File: src/sss_pkg.sv
// Shared types and constants for the selective state scan block.
`timescale 1ns / 1ps
package sss_pkg;

  typedef enum logic [1:0] {
    MODE_LOAD_A = 2'd0,
    MODE_LOAD_B = 2'd1,
    MODE_DATA   = 2'd2,
    MODE_NONE   = 2'd3
  } mode_t;

  localparam int DATA_W  = 32;
  localparam int ACC_W   = 48;
  localparam int PROD_W  = 52;
  localparam int IDX_W   = 6;
  localparam int CNT_W   = 7;

  localparam logic [CNT_W-1:0] REG_DIM_RESET = 7'd16;

  // Register address index.
  localparam logic [0:0] REG_DIM_IN_USE = 1'b0;

  typedef enum logic [2:0] {
    ST_IDLE,
    ST_PROD_A,
    ST_PROD_DB,
    ST_PROD_TB,
    ST_FIN_MUL,
    ST_FIN_ADD,
    ST_EMIT
  } state_t;

  // Signed saturation of a wide value into ACC_W bits.
  function automatic logic signed [ACC_W-1:0] sat48(input logic signed [PROD_W+1:0] v);
    logic signed [PROD_W+1:0] hi;
    logic signed [PROD_W+1:0] lo;
    hi = (PROD_W+2)'((64'sd1 <<< (ACC_W-1)) - 64'sd1);
    lo = -hi - 1;
    if (v > hi) sat48 = {1'b0, {(ACC_W-1){1'b1}}};
    else if (v < lo) sat48 = {1'b1, {(ACC_W-1){1'b0}}};
    else sat48 = v[ACC_W-1:0];
  endfunction

  function automatic logic signed [DATA_W-1:0] sat32(input logic signed [PROD_W+1:0] v);
    if (v > $signed((PROD_W+2)'(64'sh7FFF_FFFF))) sat32 = {1'b0, {(DATA_W-1){1'b1}}};
    else if (v < -$signed((PROD_W+2)'(64'sh8000_0000))) sat32 = {1'b1, {(DATA_W-1){1'b0}}};
    else sat32 = v[DATA_W-1:0];
  endfunction

endpackage

File: src/sss_mul.sv
// Shared signed fixed-point multiplier: two 32x24 partial products, rounding and clamp.
`timescale 1ns / 1ps
module sss_mul #(
  parameter int FRAC_BITS = 16
) (
  input  logic                             clk,
  input  logic                             start,
  input  logic signed [sss_pkg::DATA_W-1:0] a,
  input  logic signed [sss_pkg::ACC_W-1:0]  b,
  output logic                             done,
  output logic signed [sss_pkg::PROD_W-1:0] p
);
  import sss_pkg::*;

  localparam logic [63:0] LIM = 64'd1 << 50;

  logic        [31:0] ua;
  logic        [47:0] ub;
  logic               neg;
  logic        [63:0] plo;
  logic        [63:0] phi;
  logic        [63:0] r;
  logic               stg1;
  logic               stg2;
  logic        [63:0] rc;

  // Stage 1: register magnitudes; stage 2: two partial products; stage 3: combine.
  always_ff @(posedge clk) begin
    ua   <= a[DATA_W-1] ? 32'(-a) : 32'(a);
    ub   <= b[ACC_W-1] ? 48'(-b) : 48'(b);
    neg  <= a[DATA_W-1] ^ b[ACC_W-1];
    stg1 <= start;
    plo  <= 64'(ua) * 64'(ub[23:0]);
    phi  <= 64'(ua) * 64'(ub[47:24]);
    stg2 <= stg1;
    done <= stg2;
  end

  always_comb begin
    if (phi >= (64'd1 << (26 + FRAC_BITS))) r = LIM;
    else r = (phi << (24 - FRAC_BITS)) + ((plo + (64'd1 << (FRAC_BITS - 1))) >> FRAC_BITS);
    rc = (r > LIM) ? LIM : r;
  end

  always_ff @(posedge clk) begin
    if (stg2) p <= neg ? -$signed(PROD_W'(rc)) : $signed(PROD_W'(rc));
  end

endmodule

File: config.mk
export PLATFORM = sky130hd
export DESIGN_NAME = sss_mul
export DESIGN_NICKNAME = d
export VERILOG_FILES = /design/src/sss_pkg.sv /design/src/sss_mul.sv
export SDC_FILE = /design/constraint.sdc
export NUM_CORES = 2
export LEC_CHECK = 0
export ABC_AREA = 0
export BUFFER_PORTS_ARGS = -buffer_cell sky130_fd_sc_hd__clkbuf_2
export CORE_ASPECT_RATIO = 0.5
export CORE_UTILIZATION = 60
export DETAILED_ROUTE_END_ITERATION = 10
export HOLD_SLACK_MARGIN = 0.12
export PLACE_DENSITY = 0.84
export SLEW_MARGIN = 10
export SYNTH_ARGS = -nofsm -noshare
export SYNTH_HDL_FRONTEND = slang
export SYNTH_SLANG_ARGS = --single-unit
File: constraint.sdc
create_clock -name clk -period 8.6 [get_ports clk]
set_input_delay 2.15 -clock clk [delete_from_list [all_inputs] [get_ports clk]]
set_output_delay 2.15 -clock clk [all_outputs]
set_load 0.005 [all_outputs]
# Word-level counts from Yosys, hierarchy flattened
# Index checks and enable logic that the tools add are counted.
[word_totals]
register_bits = 248
output_inout_bits = 53
elab_cells = 26
in_bits = 82
[classes]
mux = 5
addsub = 5
magnitude_cmp = 2
n_bitwise = 1
multipliers = 2
[ops]
columns = ["operator", "count"]
rows = [
  ["32-bit by 24-bit multiplier with 56-bit output", 2],
  ["52-bit 2-to-1 mux", 2],
  ["64-bit by 41-bit adder with 64-bit output", 1],
  ["64-bit by 51-bit greater-than comparator with 1-bit output, second input constant", 1],
  ["64-bit 2-to-1 mux", 1],
  ["56-bit by 16-bit adder with 57-bit output, second input constant", 1],
  ["56-bit by 43-bit greater-or-equal comparator with 1-bit output, second input constant", 1],
  ["52-bit negation", 1],
  ["48-bit negation", 1],
  ["47-bit 2-to-1 mux", 1],
  ["32-bit negation", 1],
  ["31-bit 2-to-1 mux", 1],
  ["1-bit XOR", 1],
]

# Depth between registers and ports, before layout
[depth]
depth_word = 7
ltp_mapped = 34
ltp_nobuf = 31

# Worst setup path after synthesis
# No wires, ideal clock.
[synth_timing]
path_type = "register to register"
startpoint = "reg ua[20]"
endpoint = "reg phi[55]"
synth_period_minus_slack_ps = 7452
setup_time_ps = 72
required_ps = 8528
stages_incl_launch_ff = 28
t_arrival_ps = 7380
path_buffers = 2
setup_slack_ps = 1148
path_cell_list = "dfxtp_1 -> clkbuf_1 -> clkbuf_1 -> nand2_1 -> fa_1 -> inv_1 -> fa_1 -> fa_1 -> inv_1 -> fa_1 -> inv_1 -> fa_1 -> inv_1 -> fa_1 -> inv_1 -> fa_1 -> ha_1 -> a21oi_1 -> o21bai_1 -> a21oi_1 -> or4b_2 -> o32ai_1 -> o221ai_1 -> o41a_1 -> a31oi_1 -> o21bai_1 -> a21oi_1 -> xnor2_1"
[synth_via]
elab_chain_cells = 1
[synth_rtl]
columns = ["item", "line", "text"]
rows = [
  ["start: declaration", "sss_mul.sv:17", "logic [31:0] ua;"],
  ["start signal: assignment", "sss_mul.sv:29", "ua <= a[DATA_W-1] ? 32'(-a) : 32'(a);"],
  ["32-bit by 24-bit multiplier with 56-bit output", "sss_mul.sv:34", "phi <= 64'(ua) * 64'(ub[47:24]);"],
  ["end signal: assignment", "sss_mul.sv:34", ""],
  ["end: declaration", "sss_mul.sv:21", "logic [63:0] phi;"],
]
# No other way between the ends.
# A chain may end at the register's enable or synchronous reset.

# Worst setup path after layout
[layout_timing]
startpoint = "reg ua[17]"
endpoint = "reg phi[55]"
# The elaborated chain is that of the path after synthesis.

==> results.toml <==
[outcome]
run_status = "completed"

[sta]
worst_slew_margin_rel_pct = 22.6
final-hold-violation-count = 0
timing.setup.tns_ps = 0
final.period_utilization_pct = 96.7
timing.clock.skew_ps = 36.4
timing.fmax_mhz = 120
fin_crit_ps = 8320
hold_slack_ps = 341
max_slew.worst_pin.slew_ps = 1160
finalSetupViolations = 0
rsz0062_at_grt = "no"
drv_slew = 0

[global_routing]
first_global_vias = 47700
antenna_found_initial = 10
grt_first_pass_wirelength_mm = 255
grt_start_max_net_pins = 63
grt_use_total_pct = 32.9
grt_overflow = 0

[logic_synthesis]
top_post_synthesis_cells_by_count = "1417 x inv_1, 1316 x fa_1, 1203 x nand2_1, 513 x and2_1, 402 x ha_1"
syn_avg_cell_area_um2 = 8.89
ffs_w_async_s_r_synth_pct = 0
post_synth_edffs = 52
post_synthesis_cells = 6679
synth_largest_area_cell = "fa_1"
ys_ff_latch = 233
synth_largest_type_area_fraction_pct = 44.4
synth-warning-count = 0
post-synth-top-count-cell = "inv_1"
yosysSeqAreaShare_pct = 8.73
synthTopCellsByArea = "fa_1 44%, inv_1 9.0%, ha_1 8.5%"
syn_area_mm2 = 0.0594
synth-main-ff-cell = "dfxtp_1"
mappedNetlistNets = 8479
synth.lib_cells_used.distinct = 98

[die]
placeableCoreArea_mm2 = 0.0979
dieArea_mm2 = 0.100
fp-row-count = 81
initial_utilization_pct = 60.6
boundaryPins = 135
fp.dieW_um = 447
die-height_um = 224

[clocking]
clock_sinks = 233
clk_transition_reported_paths_ps = 60
clock-root-buffer = "clkbuf_16"
tritoncts = "done"
cts_inserted_buffers = 26
clock_insertion_delay_worst_skew_ps = 610
cts_max_path_buffers = 3
ctsHoldBuffers = 0
ctsHtreeMaxLevel = 1

[drt]
met3_wirelength_mm = 22.3
routed_metal_1_wire_length_mm = 61.0
wirelength_mm = 161
routedWlPerCell_um = 20.0
detailroute.wirelength.met2_mm = 70.3
drt-vias-per-instance = 5.75
drc_errors = 0
drt_first_pass_iters = 6
via_count = 46000
ant_nets = 0
initialDrtViolationCount = 4078
route.top_layer_used = "met5"

[cells_and_area]
num-nets-final = 8461
area_growth_pct = 5.88
final_layout_size_suffix_gt1_share_pct = 6.30

[setup_path]
path_class = "flop to flop"
cp.required_ps = 9130
cp-start-kind = "flop"
cp_data_arrival_time_ps = 8850
critPathCaptureType = "flop"
worstPathMaxFanout = 28

[placed_design]
portBuffers = 134
globalplace.congestion = 1.03
detailedPlacementHpwl_mm = 130

[worst_hold_path]
hold_path_class = "flop to flop"

[flow_run]
max-cap-violations = 0
area by class of cell:
| cell class | count | area (um2) |
|---|---|---|
| Multi-Input combinational cell | 4676 | 47500 |
| Inverter | 1417 | 5320 |
| Antenna cell | 3 | 7.51 |
| Clock buffer | 36 | 766 |
| Fill cell | 7694 | 35000 |
| Tap cell | 1328 | 1660 |
| Sequential cell | 233 | 5230 |
| Clock inverter | 12 | 135 |
| Timing Repair Buffer | 307 | 2200 |
per-stage QoR:
step | std cells | setup WS [ps] | utilization, % | instance area [um2]
final | 8012 | 285 | 64.2 | 62900
after global placement | 7959 | 246 | 63.2 | 61900
after CTS | 8008 | 311 | 64.2 | 62800
after floorplan | 6679 | 1150 | - | 59400
after global routing | 8009 | 0.568 | 64.2 | 62900
after detailed placement | 7960 | 334 | 63.2 | 61900
state kept, by name, summed over array words and instances, names as in the netlist:
name  cells
done      1
neg       1
p        52
phi      56
plo      41
stg1      1
stg2      1
ua       32
ub       48
worst paths after layout:
| path | cells past startpoint | slack (ps) | from | to |
|---|---|---|---|---|
| max | 26 | 280 | ua[17] | phi[55] |
| min | 0 | 340 | stg1 | stg2 |
| max reg2reg | 26 | 280 | ua[17] | phi[55] |
| min reg2reg | 0 | 340 | stg1 | stg2 |
repair_timing:
item / 4_1_cts / 5_1_grt
resized for setup: 0 / 7
setup buffers: 0 / 1
endpoints found under the setup margin: 0 / 7
cells in the final DEF, fill, tap and decap left out, types with 22 or more instances in the layout:
master and n:
clkbuf_16 29, dfxtp_1 151, o21a_1 22, and2_1 513, nor3_1 39, and3_1 23
inv_1 1417, o21ai_1 29, o31ai_1 33, fa_1 1316, a21o_1 74, or3_1 29
xnor2_1 195, buf_4 153, o21ai_0 110, clkbuf_2 134, xor2_1 65, a21oi_1 126
nand3_1 50, ha_1 401, nand2_1 1203, dfxtp_2 28, edfxtp_1 52, nor2_1 138
nand4_1 29
kinds of logic (layout without fill, tap and decap cells):
| kind of cell | after synthesis | count (layout) | share of synthesized area (%) |
|---|---|---|---|
| compound gates | 538 | 538 | 6.04 |
| xor+xnor | 262 | 262 | 3.86 |
| fa+ha+maj | 1718 | 1718 | 52.8 |
| buf+inv | 1770 | 1772 | 11.2 |
| flops | 233 | 233 | 8.73 |
| mux | 5 | 5 | 0.0864 |
| other cells | 0 | 3 | 0 |
| simple gates | 2153 | 2153 | 17.2 |
layer usage:
layer	vias to the layer above	global-route usage, %
met3	504	11.8
met1	23000	43.6
li1	19900	-
met2	2648	49.8
met5	-	0
met4	6	12.0
worst max-delay path, cell delays in order, from the launching register on:
cell and delay [ps]:
dfxtp_2 900, nand2_1 200, fa_1 580, inv_1 50, fa_1 470, fa_1 500
inv_1 60, fa_1 520, inv_1 70, fa_1 540, inv_1 60, fa_1 490
inv_1 50, fa_1 360, ha_1 360, a21oi_1 250, o21bai_1 90, a21oi_1 180
or4b_2 620, o32ai_1 540, o221ai_1 190, buf_4 200, o41a_1 330, a31oi_1 230
o21bai_1 90, a21oi_1 180, xnor2_1 130
Power is not shown: default switching activity piles up to over one toggle a cycle in this logic, so the estimate is an artifact.
